### config.mk
export PLATFORM = sky130hd
export DESIGN_NAME = sync_length_fletcher_deframer_top
export DESIGN_NICKNAME = d
export VERILOG_FILES = /design/src/sld_pkg.sv /design/src/sld_frame.sv /design/src/sync_length_fletcher_deframer_top.sv
export SDC_FILE = /design/constraint.sdc
export NUM_CORES = 1
export LEC_CHECK = 0
export ABC_AREA = 0
export CAP_MARGIN = 20
export CORE_ASPECT_RATIO = 0.8
export CORE_MARGIN = 2
export CORE_UTILIZATION = 55
export CTS_CLUSTER_DIAMETER = 200
export DETAILED_ROUTE_END_ITERATION = 10
export DONT_BUFFER_PORTS = 1
export PLACE_DENSITY = 0.8
export SYNTH_ARGS = -nofsm -noshare
export SYNTH_HDL_FRONTEND = slang
export SYNTH_HIERARCHICAL = 1
export SYNTH_SLANG_ARGS = --single-unit
### constraint.sdc
create_clock -name clk -period 16.4 [get_ports clk]
set_input_delay 4.1 -clock clk [delete_from_list [all_inputs] [get_ports clk]]
set_output_delay 4.1 -clock clk [all_outputs]
set_load 0.02 [all_outputs]
### src/sld_pkg.sv
// ----------------------------------------------------------------------------
// sld_pkg
// Types, register codes and the mod-255 adder of the sync/length deframer.
// ----------------------------------------------------------------------------
`timescale 1ns / 1ps

package sld_pkg;

	typedef enum logic [1:0] {
		PH_HUNT,
		PH_ID,
		PH_LEN,
		PH_BODY
	} phase_t;

	localparam logic [1:0] CFG_SYNC_VALUE = 2'd0;
	localparam logic [1:0] CFG_MIN_LENGTH = 2'd1;
	localparam logic [1:0] CFG_MAX_LENGTH = 2'd2;

	localparam logic [15:0] TALLY_MAX = 16'hFFFF;

	typedef struct packed {
		logic [7:0] sync_value;
		logic [7:0] min_length;
		logic [8:0] max_length;
	} cfg_t;

	typedef struct packed {
		logic [7:0]  packet_id;
		logic [7:0]  packet_length;
		logic [7:0]  byte_index;
		logic [7:0]  data_byte;
		logic        last;
		logic        checksum_ok;
		logic [15:0] bad_checksum_count;
	} result_t;

	function automatic logic [7:0] mod255_add(input logic [7:0] a, input logic [7:0] b);
		logic [8:0] s;
		s = {1'b0, a} + {1'b0, b};
		if (s >= 9'd255)
			s = s - 9'd255;
		return s[7:0];
	endfunction

endpackage

### src/sld_frame.sv
// ----------------------------------------------------------------------------
// sld_frame
// Framing state machine with Fletcher-16 sums; one byte per step.
// ----------------------------------------------------------------------------
`timescale 1ns / 1ps

module sld_frame (
	input  logic             clk,
	input  logic             arst_n,
	input  sld_pkg::cfg_t    cfg,
	input  logic             step,
	input  logic [7:0]       byte_in,
	output logic             has_result,
	output sld_pkg::result_t result
);
	import sld_pkg::*;

	phase_t      phase_q, phase_d;
	logic [7:0]  held_id_q, held_id_d;
	logic [7:0]  held_length_q, held_length_d;
	logic [7:0]  position_q, position_d;
	logic [7:0]  sum_lo_q, sum_lo_d;
	logic [7:0]  sum_hi_q, sum_hi_d;
	logic [7:0]  check_lo_q, check_lo_d;
	logic [15:0] tally_q, tally_d;

	logic        len_ok;
	logic        last_c;
	logic        ok_c;
	logic [7:0]  index_c;

	assign len_ok = (byte_in >= 8'd3) && (byte_in >= cfg.min_length)
		&& ({1'b0, byte_in} < cfg.max_length);

	always_comb begin
		phase_d       = phase_q;
		held_id_d     = held_id_q;
		held_length_d = held_length_q;
		position_d    = position_q;
		sum_lo_d      = sum_lo_q;
		sum_hi_d      = sum_hi_q;
		check_lo_d    = check_lo_q;
		tally_d       = tally_q;
		has_result    = 1'b0;
		last_c        = 1'b0;
		ok_c          = 1'b0;
		index_c       = position_q;
		unique case (phase_q)
			PH_HUNT: begin
				if (byte_in == cfg.sync_value)
					phase_d = PH_ID;
			end
			PH_ID: begin
				held_id_d = byte_in;
				phase_d   = PH_LEN;
			end
			PH_LEN: begin
				if (len_ok) begin
					held_length_d = byte_in;
					sum_lo_d      = mod255_add(8'd0, cfg.sync_value);
					sum_hi_d      = sum_lo_d;
					if (byte_in >= 8'd4) begin
						sum_lo_d = mod255_add(sum_lo_d, held_id_q);
						sum_hi_d = mod255_add(sum_hi_d, sum_lo_d);
					end
					if (byte_in >= 8'd5) begin
						sum_lo_d = mod255_add(sum_lo_d, byte_in);
						sum_hi_d = mod255_add(sum_hi_d, sum_lo_d);
					end
					if (byte_in == 8'd3)
						check_lo_d = held_id_q;
					else if (byte_in == 8'd4)
						check_lo_d = byte_in;
					position_d = 8'd3;
					phase_d    = PH_BODY;
					has_result = 1'b1;
					index_c    = 8'd2;
					last_c     = (byte_in == 8'd3);
				end else if (held_id_q == cfg.sync_value) begin
					held_id_d = byte_in;
					phase_d   = PH_LEN;
				end else if (byte_in == cfg.sync_value) begin
					phase_d = PH_ID;
				end else begin
					phase_d = PH_HUNT;
				end
			end
			PH_BODY: begin
				position_d = position_q + 8'd1;
				if (({1'b0, position_q} + 9'd3) <= {1'b0, held_length_q}) begin
					sum_lo_d = mod255_add(sum_lo_q, byte_in);
					sum_hi_d = mod255_add(sum_hi_q, sum_lo_d);
				end else if (({1'b0, position_q} + 9'd2) == {1'b0, held_length_q}) begin
					check_lo_d = byte_in;
				end
				has_result = 1'b1;
				last_c     = (({1'b0, position_q} + 9'd1) == {1'b0, held_length_q});
			end
			default: phase_d = PH_HUNT;
		endcase
		if (has_result && last_c) begin
			ok_c    = (check_lo_d == sum_lo_d) && (byte_in == sum_hi_d);
			phase_d = PH_HUNT;
			if (!ok_c && (tally_q != TALLY_MAX))
				tally_d = tally_q + 16'd1;
		end
	end

	always_comb begin
		result.packet_id          = held_id_d;
		result.packet_length      = held_length_d;
		result.byte_index         = index_c;
		result.data_byte          = byte_in;
		result.last               = last_c;
		result.checksum_ok        = ok_c;
		result.bad_checksum_count = tally_d;
	end

	always_ff @(posedge clk or negedge arst_n) begin
		if (!arst_n) begin
			phase_q       <= PH_HUNT;
			held_id_q     <= 8'd0;
			held_length_q <= 8'd0;
			position_q    <= 8'd0;
			sum_lo_q      <= 8'd0;
			sum_hi_q      <= 8'd0;
			check_lo_q    <= 8'd0;
			tally_q       <= 16'd0;
		end else if (step) begin
			phase_q       <= phase_d;
			held_id_q     <= held_id_d;
			held_length_q <= held_length_d;
			position_q    <= position_d;
			sum_lo_q      <= sum_lo_d;
			sum_hi_q      <= sum_hi_d;
			check_lo_q    <= check_lo_d;
			tally_q       <= tally_d;
		end
	end

endmodule

### src/sync_length_fletcher_deframer_top.sv
// ----------------------------------------------------------------------------
// sync_length_fletcher_deframer_top
// Sync/length framed packet deframer with Fletcher-16 check.
// ----------------------------------------------------------------------------
// Usage:
//   Input channel in_valid/in_ready carries one received byte (rx_byte) per
//   transfer. The block hunts for sync_value, takes id and length bytes and
//   forwards bytes 2 .. length-1 on the output channel out_valid/out_ready,
//   tagged with id, length and index. The final byte has last set and
//   checksum_ok reports the Fletcher-16 compare; failures are counted in
//   bad_checksum_count (saturating).
//   Configuration: cfg_valid/cfg_ready write channel, cfg_index selects
//   sync_value (0), min_length (1) or max_length (2); cfg_ready is always 1.
//   Write only while the block is idle.
//   Timing: one byte per cycle while the receiver keeps up; a byte goes
//   through an input register and then the result register, which offers
//   its result on the output channel. The framing logic between the two
//   registers is a single pass.
//   Reset (arst_n low) clears all framing state and the failure count and
//   restores register defaults 0 / 5 / 256.
//   When the receiver stalls, the result register holds; the input register
//   keeps taking bytes that give no result, and in_ready drops once a
//   byte with a result waits behind the full result register.
// ----------------------------------------------------------------------------
`timescale 1ns / 1ps

module sync_length_fletcher_deframer_top (
	input  logic        clk,
	input  logic        arst_n,
	input  logic        cfg_valid,
	output logic        cfg_ready,
	input  logic [1:0]  cfg_index,
	input  logic [8:0]  cfg_data,
	input  logic        in_valid,
	output logic        in_ready,
	input  logic [7:0]  rx_byte,
	output logic        out_valid,
	input  logic        out_ready,
	output logic [7:0]  packet_id,
	output logic [7:0]  packet_length,
	output logic [7:0]  byte_index,
	output logic [7:0]  data_byte,
	output logic        last,
	output logic        checksum_ok,
	output logic [15:0] bad_checksum_count
);
	import sld_pkg::*;

	cfg_t       cfg_q;
	logic       valid_s1;
	logic [7:0] byte_s1;
	logic       has_result;
	result_t    result;
	logic       advance;
	logic       out_valid_q;
	result_t    out_q;

	assign cfg_ready = 1'b1;

	always_ff @(posedge clk or negedge arst_n) begin
		if (!arst_n) begin
			cfg_q.sync_value <= 8'd0;
			cfg_q.min_length <= 8'd5;
			cfg_q.max_length <= 9'd256;
		end else if (cfg_valid) begin
			unique case (cfg_index)
				CFG_SYNC_VALUE: cfg_q.sync_value <= cfg_data[7:0];
				CFG_MIN_LENGTH: cfg_q.min_length <= cfg_data[7:0];
				CFG_MAX_LENGTH: cfg_q.max_length <= cfg_data;
				default: ;
			endcase
		end
	end

	assign advance  = valid_s1 && (!has_result || !out_valid_q || out_ready);
	assign in_ready = !valid_s1 || advance;

	always_ff @(posedge clk or negedge arst_n) begin
		if (!arst_n)
			valid_s1 <= 1'b0;
		else if (in_ready)
			valid_s1 <= in_valid;
	end

	always_ff @(posedge clk) begin
		if (in_ready && in_valid)
			byte_s1 <= rx_byte;
	end

	sld_frame u_frame (
		.clk        (clk),
		.arst_n     (arst_n),
		.cfg        (cfg_q),
		.step       (advance),
		.byte_in    (byte_s1),
		.has_result (has_result),
		.result     (result)
	);

	always_ff @(posedge clk or negedge arst_n) begin
		if (!arst_n)
			out_valid_q <= 1'b0;
		else if (advance && has_result)
			out_valid_q <= 1'b1;
		else if (out_ready)
			out_valid_q <= 1'b0;
	end

	always_ff @(posedge clk) begin
		if (advance && has_result)
			out_q <= result;
	end

	assign out_valid          = out_valid_q;
	assign packet_id          = out_q.packet_id;
	assign packet_length      = out_q.packet_length;
	assign byte_index         = out_q.byte_index;
	assign data_byte          = out_q.data_byte;
	assign last               = out_q.last;
	assign checksum_ok        = out_q.checksum_ok;
	assign bad_checksum_count = out_q.bad_checksum_count;

endmodule

After elaboration in Yosys (flattened, before gate mapping)
Index checks and enable logic that the tools add are counted.
W data, S select, Z words.

operators by class
  reduce and logical (&&, ||, !) cells = 25
  $lt $le $gt $ge = 13
  add/subtract/negate cells = 18
  eq/ne operators = 16
  muxes and demuxes = 60

operators with widths
  cell                     number
  $mux W8                  41
  $pmux W8 S2              5
  $sub A8 B8 Y8 const B    7
  $add A8 B8 Y9            6
  $ge A9 B8 Y1 const B     6
  $eq A8 B8 Y1             4
  $mux W16                 2
  $add A8 B2 Y9 const B    2
  $eq A9 B8 Y1             2
  $add A16 B1 Y16 const B  1
  $ge A8 B3 Y1 const B     2
  $ne A16 B16 Y1 const B   1
  $add A8 B1 Y9 const B    1
  $le A9 B8 Y1             1
  $lt A8 B9 Y1             1
  $add A8 B1 Y8 const B    1
  $eq A8 B2 Y1 const B     1
  $eq A8 B3 Y1 const B     1
  $ge A8 B2 Y1 const B     1
  $ge A8 B8 Y1             1
  $ge A8 B8 Y1 const B     1
  $logic_and A1 B1 Y1      8
  $mux W2                  4
  $eq A2 B2 Y1 const B     3
  13 further kinds         29

word-level totals
  flip-flop bits (word level) = 151
  input port bits = 24
  word-level logic and storage cells = 153

Depth between registers and ports, before layout
Gate-level depths: netlist (run 1).

  depth after elaboration = 32
  mapped depth = 41

Hierarchy
The synthesis (run 1) kept the hierarchy.

modules (own cells, without submodules)
  module                             instances  area an instance (µm²)  cells an instance
  sld_frame                          1          10271.1                 1334
  sync_length_fletcher_deframer_top  1          2803.9                  123

Worst setup path after synthesis (run 1)
Ideal clock, no wire load.

  kind = register to register
  start point = register cfg_q[17] (netlist bit)
  end point = register out_q, in the netlist bad_checksum_count[12], data pin
  library setup time = 0.262 ns
  setup slack = 7.124 ns
  required time = 16.138 ns
  data arrival time = 9.014 ns
  buffers on the path = 2
  stages on the path, launching flop included = 40
  cells stage by stage = dfrtp_1 -> ha_1 -> and4_1 -> nand4_1 -> or2_2 -> and2_1 -> ha_1 -> clkbuf_1 -> a21o_1 -> or4_1 -> and3_1 -> nand4_1 -> o21ai_2 -> xor2_1 -> ha_1 -> inv_1 -> fa_1 -> nor2b_1 -> [4 not listed] -> a211oi_1 -> ha_1 -> inv_1 -> fa_1 -> nand2b_1 -> a2111o_1 -> o211ai_1 -> nand3_1 -> o31a_1 -> mux2i_1 -> a221o_1 -> a21oi_2 -> xnor2_1 -> nor4_1 -> nand4_2 -> buf_6 -> nand3_1 -> mux2_1

RTL lines
  element                 RTL line                                  RTL
  start: declaration      sync_length_fletcher_deframer_top.sv:49   cfg_t cfg_q;
  end signal: assignment  sync_length_fletcher_deframer_top.sv:111  out_q <= result;
  end: declaration        sync_length_fletcher_deframer_top.sv:56   result_t out_q;

==> results of run 1 <==
## path summary, 6_finish.rpt
check | startpoint | end | slack [ns] | cells past startpoint
max in group asynchronous | arst_n | cfg_q[9] | 12.82 | 0
min in group asynchronous | arst_n | cfg_q[4] | 3.35 | 0
hold / removal | cfg_q[16] | cfg_q[16] | 0.51 | 1
setup / recovery | cfg_q[17] | bad_checksum_count[1] | 4.70 | 33
hold reg to reg | cfg_q[16] | cfg_q[16] | 0.51 | 1
setup reg to reg | cfg_q[17] | bad_checksum_count[1] | 4.70 | 33
## layout by cell type (no fill, tap or decap), types with 31 or more instances in the layout
cell type and instances:
mux2_2 42, a21oi_1 64, nor2_1 104, inv_1 55, dfrtp_1 90, o21ai_0 82, nand2_1 104, nand3_1 56
nor3_1 31, edfxtp_1 58, ha_1 91, xnor2_1 76, xor2_1 33
## worst max-delay path: cells and delay by family (launching register included)
family	cells	cell delay [ns]
flops	1	0.46
fa+ha+maj	5	1.73
mux	5	1.95
xor+xnor	1	0.38
buf+inv	1	0.10
compound gates	8	2.90
simple gates	13	3.90
## per-layer routing
| metal | GRT usage, % | up-vias |
|---|---|---|
| met5 | 0 | - |
| met4 | 8.92 | 0 |
| met3 | 7.61 | 76 |
| met2 | 44.5 | 732 |
| met1 | 42.7 | 5655 |
| li1 | - | 5410 |
## state kept, by name, summed over array words and instances (netlist names)
register,cells
bad_checksum_count,16
byte_index,8
byte_s1,8
cfg_q,25
checksum_ok,1
data_byte,8
last,1
out_valid,1
packet_id,8
packet_length,8
u_frame/check_lo_q,8
u_frame/held_id_q,8
u_frame/held_length_q,8
u_frame/phase_q,2
u_frame/position_q,8
u_frame/sum_hi_q,8
u_frame/sum_lo_q,8
u_frame/tally_q,16
valid_s1,1
## area by class of cell
class                           count  area, µm²  share of cell area (%)
Clock buffer                       17        425                    3.07
Clock inverter                     15        158                    1.14
Inverter                           56        210                    1.52
Multi-Input combinational cell   1181       8480                    61.2
Sequential cell                   151       4070                    29.4
Tap cell                          312        390                    2.82
Timing Repair Buffer               15        113                   0.813
## through the flow
step | util [%] | cell area, µm² | hold slack [ns] | worst slack (ns) | cells
after floorplan | - | 13100 | 0.466 | 7.12 | 1457
after global placement | 56.7 | 13300 | 0.482 | 5.38 | 1715
after detailed placement | 56.7 | 13300 | 0.493 | 5.04 | 1715
after CTS | 59.2 | 13900 | 0.511 | 5.01 | 1747
after global routing | 59.2 | 13900 | 0.527 | 3.80 | 1747
final | 59.2 | 13900 | 0.509 | 4.70 | 1747
## logic make-up (layout without fill, tap and decap cells)
| family | count (synthesis) | after routing | synth area share (%) |
|---|---|---|---|
| simple gates | 529 | 529 | 21.7 |
| buf+inv | 125 | 103 | 4.21 |
| compound gates | 380 | 380 | 20.5 |
| mux | 64 | 64 | 5.41 |
| fa+ha+maj | 97 | 97 | 9.63 |
| flops | 151 | 151 | 31.1 |
| other cells | 1 | 1 | 0.0287 |
| xor+xnor | 110 | 110 | 7.43 |
==> summary.txt, run 1 <==
Setup path
  – Critical Path RT: 16.58 ns
  – CP max stage cell: nand4_2
  – Max stage delay on crit path: 0.83 ns
  – Most frequent CP cell: ha_1
  – Crit Path Category: flop to flop
  – CP Data Arrival Time: 11.88 ns
  – CP Capture Type: flop
  – Maximum fanout along the worst path: 31
  – Startpoint Class: flop

Hold path
  – Worst hold path class: flop to flop

Job
  – Maxcap violations: 0

CTS
  – H-tree depth: 4
  – Root buffer cell: clkbuf_16
  – Clock-pin slew on the worst setup and hold paths: 0.08 ns
  – CTS Buffer Depth: 2
  – Clock Latency Late Sink: 0.43 ns
  – Postcts setup bufs: 0
  – Resize count post-CTS: 0
  – TritonCTS Buffers: 17
  – CTS tree: built
  – Clock Sinks: 151
  – CTS Hold Bufs: 0

Yosys
  – Cell Area, Synth: 13,100 µm²
  – Yosys cell types: 99
  – Synth warn: 6
  – Post-Syn Nets: 1,578
  – Number of synthesized flops with an enable pin: 58
  – Most numerous cell in the Yosys netlist: nor2_1
  – Share of the synthesized area in the top cell type: 17.2%
  – Largest cells by area after synthesis: dfrtp_1 17%, edfxtp_1 13%, ha_1 8.7%
  – Asr flop ratio synth: 61.6%
  – Synth cell count leaders: 105 x nor2_1, 104 x nand2_1, 91 x ha_1
  – Synth area leader: dfrtp_1
  – Post-Synthesis Cells: 1,457
  – Yosys reg bits: 151
  – Seq/Total Area, Yosys: 31.1%
  – Syn Area/Cell: 8.97 µm²
  – Top FF cell, synth: dfrtp_1

Timing
  – Worst-margin pin slew: 1.06 ns
  – Final period utilization: 71.4%
  – RSZ-0062 raised after global routing: no
  – Final Slew Violations: 0
  – Setup violation total in the final timing report: 0
  – Crit path time final: 11.70 ns
  – Final setup skew: 0.0113 ns
  – Slew margin rel.: 28.9%
  – Hold Violations, Final: 0
  – Fmax: 0.0855 GHz
  – Setup TNS: 0 ns

Die
  – Starting Density: 55.9%
  – Die X: 176 µm
  – Ports: 77
  – Total core area: 23,400 µm²
  – FP Rows: 50
  – Die Span Y: 142 µm
  – Die area: 25,000 µm²

Detailed routing
  – Avg WL per Cell: 21.4 µm
  – Top Metal Used: met4
  – 1st-pass router iterations: 6
  – Detail Route Antenna Nets: 0
  – DRT iter0 DRCs: 1,432
  – Met1 WL: 16,000 µm
  – Met2 wire length: 15,900 µm
  – WL met3: 4540 µm
  – Vias per cell: 6.80
  – DRT Wirelength: 37,400 µm
  – Remaining DRCs: 0
  – DR vias: 11.9k

Placement
  – Hpwl dp: 27,100 µm
  – PortBufs: 0
  – Gpl congestion: 0.995

GRT
  – Antenna violations before repair: 0
  – Number of global-route vias before repair: 10.9k
  – Global-route usage over all layers: 29.9%
  – Largest net degree at the start of global routing: 94
  – First-pass GRT wire length: 59,100 µm
  – Grt total ovfl: 0

Final layout
  – Ant. Diodes: 0
  – Synth-to-layout area growth: 5.94%
  – Final nets: 1,543
  – Share of cells above drive strength 1: 10.3%
  – Filler Cells Inserted: 1,928

Outcome
  – Outcome: finished clean
Power of run 1 is not shown: default switching activity piles up to over one toggle a cycle in this logic, so the estimate is an artifact.
==> inputs of run 2 (changes only) <==
--- a/config.mk
+++ b/config.mk
@@ -5,7 +5,7 @@
 export SDC_FILE = /design/constraint.sdc
 export NUM_CORES = 1
 export LEC_CHECK = 0
-export ABC_AREA = 0
+export ABC_AREA = 1
 export CAP_MARGIN = 20
 export CORE_ASPECT_RATIO = 0.8
 export CORE_MARGIN = 2
@@ -13,7 +13,7 @@
 export CTS_CLUSTER_DIAMETER = 200
 export DETAILED_ROUTE_END_ITERATION = 10
 export DONT_BUFFER_PORTS = 1
-export PLACE_DENSITY = 0.8
+export PLACE_DENSITY = 0.83
 export SYNTH_ARGS = -nofsm -noshare
 export SYNTH_HDL_FRONTEND = slang
 export SYNTH_HIERARCHICAL = 1
==> constraint.sdc (replaced) <==
create_clock -name clk -period 10.3 [get_ports clk]
set_input_delay 2.575 -clock clk [delete_from_list [all_inputs] [get_ports clk]]
set_output_delay 2.575 -clock clk [all_outputs]
set_load 0.02 [all_outputs]
==> run 2 against run 1 <==
  * Routed wire length up 5.4%
  * Cell area up 4.9%
  * Global-route usage up 0.31 points
  * Register-to-register slack worse by 3.6 ns
  * Critical path depth up 20
  * Core utilization up 0.23 points
  * Sequential share of layout area down 1.4 points
  * Critical endpoint is now bad_checksum_count[0]
  * Highest routed layer unchanged
==> summary.txt, run 2 <==
Detailed routing
  – Top Metal Used: met4
  – Met2 wire length: 17,100 µm (+7.0%)
  – DRT Wirelength: 39,400 µm (+5.4%)
  – DRT iter0 DRCs: 1,643 (+15%)
  – DR vias: 13.7k (+15%)
  – Avg WL per Cell: 16.6 µm (-22%)
  – Vias per cell: 5.75 (-15%)
  – WL met3: 4000 µm (-12%)
  – Remaining DRCs: 0 (unchanged)
  – Detail Route Antenna Nets: 0 (unchanged)
  – Met1 WL: 17,400 µm (+8.6%)
  – 1st-pass router iterations: 6 (unchanged)

Setup path
  – Most frequent CP cell: nand2_1
  – Max stage delay on crit path: 0.55 ns (-0.28 ns)
  – Startpoint Class: flop
  – CP Data Arrival Time: 9.44 ns (-2.44 ns)
  – Crit Path Category: flop to flop
  – CP Capture Type: flop
  – Reg2Reg Depth: 53 (+61%)
  – CP max stage cell: fa_1
  – Critical Path RT: 10.50 ns (-6.08 ns)
  – Maximum fanout along the worst path: 33 (+6.5%)

Yosys
  – Cell Area, Synth: 13,700 µm² (+5.0%)
  – Top FF cell, synth: dfrtp_1
  – Most numerous cell in the Yosys netlist: nand2_1
  – Synth area leader: nand2_1
  – Asr flop ratio synth: 61.6% (unchanged)
  – Synth cell count leaders: 697 x nand2_1, 313 x inv_1, 177 x nand3_1
  – Largest cells by area after synthesis: nand2_1 19%, dfrtp_1 16%, edfxtp_1 13%
  – Post-Syn Nets: 2,192 (+39%)
  – Post-Synthesis Cells: 2,071 (+42%)
  – Share of the synthesized area in the top cell type: 19.1% (+1.8 points)
  – Synth warn: 6 (unchanged)
  – Number of synthesized flops with an enable pin: 58 (unchanged)
  – Yosys reg bits: 151 (unchanged)
  – Yosys cell types: 58 (-41%)
  – Syn Area/Cell: 6.63 µm² (-26%)
  – Seq/Total Area, Yosys: 29.7% (-1.5 points)

GRT
  – Global-route usage over all layers: 30.2% (+0.31 points)
  – Number of global-route vias before repair: 12.6k (+15%)
  – Largest net degree at the start of global routing: 94 (unchanged)
  – Antenna violations before repair: 0 (unchanged)
  – First-pass GRT wire length: 64,200 µm (+8.7%)
  – Grt total ovfl: 0 (unchanged)

Hold path
  – Hold path cells: 2 (+1)
  – Worst hold path class: flop to flop

CTS
  – Root buffer cell: clkbuf_16
  – Clock-pin slew on the worst setup and hold paths: 0.07 ns (about the same)
  – TritonCTS Buffers: 17 (unchanged)
  – Clock Latency Late Sink: 0.45 ns (+0.02 ns)
  – Postcts setup bufs: 0 (unchanged)
  – CTS tree: built
  – CTS Buffer Depth: 2 (unchanged)
  – H-tree depth: 4 (unchanged)
  – Clock Sinks: 151 (unchanged)

Timing
  – Slew margin rel.: 32.3% (+3.4 points)
  – Final period utilization: 89.7% (+18 points)
  – Fmax: 0.108 GHz (+27%)
  – Hold Violations, Final: 0 (unchanged)
  – Final Slew Violations: 0 (unchanged)
  – Worst-margin pin slew: 1.01 ns (-0.0473 ns)
  – Setup TNS: 0 ns (unchanged)
  – Final setup skew: 0.0150 ns (+0.00369 ns)
  – Setup violation total in the final timing report: 0 (unchanged)
  – RSZ-0062 raised after global routing: no
  – Crit path time final: 9.24 ns (-2.46 ns)

Die
  – Die X: 181 µm (+2.4%)
  – Total core area: 24,400 µm² (+4.5%)
  – Starting Density: 56.2% (+0.29 points)
  – Die area: 26,200 µm² (+4.9%)
  – FP Rows: 51 (+2.0%)
  – Ports: 77 (unchanged)
  – Die Span Y: 145 µm (+2.4%)

Final layout
  – Largest register FFs: 25 (unchanged)
  – Ant. Diodes: 0 (unchanged)
  – Commonest non-fill, non-tap cell in the layout: nand2_1
  – Synth-to-layout area growth: 5.81%
  – Most frequent cells in the layout: 697 x nand2_1, 312 x inv_1, 177 x nand3_1
  – Final nets: 2,164 (+40%)
  – Share of cells above drive strength 1: 5.40% (-4.9 points)
  – Most flops, register: cfg_q

Outcome
  – Outcome: finished clean

Job
  – Maxcap violations: 0 (unchanged)

Placement
  – PortBufs: 0 (unchanged)
  – Hpwl dp: 29,400 µm (+8.8%)
  – Gpl congestion: 1.02 (+2.5%)
[run 2: cell count changes after synthesis, moves of 39 or more]
cell and change:
inv_1 +258, mux2_2 -42, nand2_1 +593, nand3_1 +121
nand4_1 +42, o21ai_0 +39, xnor2_1 -62
[run 2: timing repair]
item | in CTS | in global routing
resized for setup | 0 | 4
hold buffers | 0 | 0
setup endpoints to repair | 0 | 32
[run 2: worst paths after layout]
path | slack, ns | endpoint | start
min in group asynchronous | 1.82 | u_frame/position_q[7] | arst_n
max in group asynchronous | 8.25 | cfg_q[8] | arst_n
worst min register to register | 0.46 | cfg_q[8] | cfg_q[8]
worst max register to register | 1.06 | bad_checksum_count[0] | cfg_q[24]
worst max-delay path | 1.06 | bad_checksum_count[0] | cfg_q[24]
worst min-delay path | 0.46 | cfg_q[8] | cfg_q[8]
[run 2: layer usage]
layer / GRT usage, % / vias to the layer above
met5: 0 / -
met4: 9.15 / 0
met3: 6.00 / 72
met2: 46.0 / 648
met1: 43.3 / 6285
li1: - / 6652
[run 2: area by class of cell]
cell class | count | area, µm²
fill | 2201 | 9910
multi-input combinational | 1538 | 8120
sequential | 151 | 4070
inverter | 321 | 1210
clock buffer | 18 | 429
tap | 318 | 398
clock inverter | 14 | 195
timing repair buffer | 14 | 105
[run 2: metrics by stage]
step           util, %  worst slack [ns]  hold WS, ns  instance area, µm²  cells
3_3_place_gp      56.8              1.45        0.454               13900   2342
5_1_grt           59.4             0.137        0.493               14500   2374
4_1_cts           59.4             0.956        0.468               14500   2374
2_1_floorplan        -              2.52        0.442               13700   2071
3_5_place_dp      56.8              1.00        0.459               13900   2342
6_report          59.4              1.06        0.463               14500   2374
[run 2: cells by family (layout without fill, tap and decap cells)]
| group | Yosys count | in the layout | synth area share, % |
|---|---|---|---|
| simple gates | 1148 | 1148 | 36.6 |
| other cells | 1 | 1 | 0.0273 |
| buf+inv | 382 | 367 | 11.5 |
| fa+ha+maj | 97 | 97 | 9.17 |
| xor+xnor | 58 | 58 | 3.76 |
| flops | 151 | 151 | 29.7 |
| compound gates | 234 | 234 | 9.31 |
[run 2: worst max-delay path, delay by kind of cell (launching register included)]
family	cells	cell delay, ns
xor+xnor	3	0.79
fa+ha+maj	7	2.21
flops	1	0.42
buf+inv	5	0.39
simple gates	38	5.13
Power of run 2 is left out for the same reason.
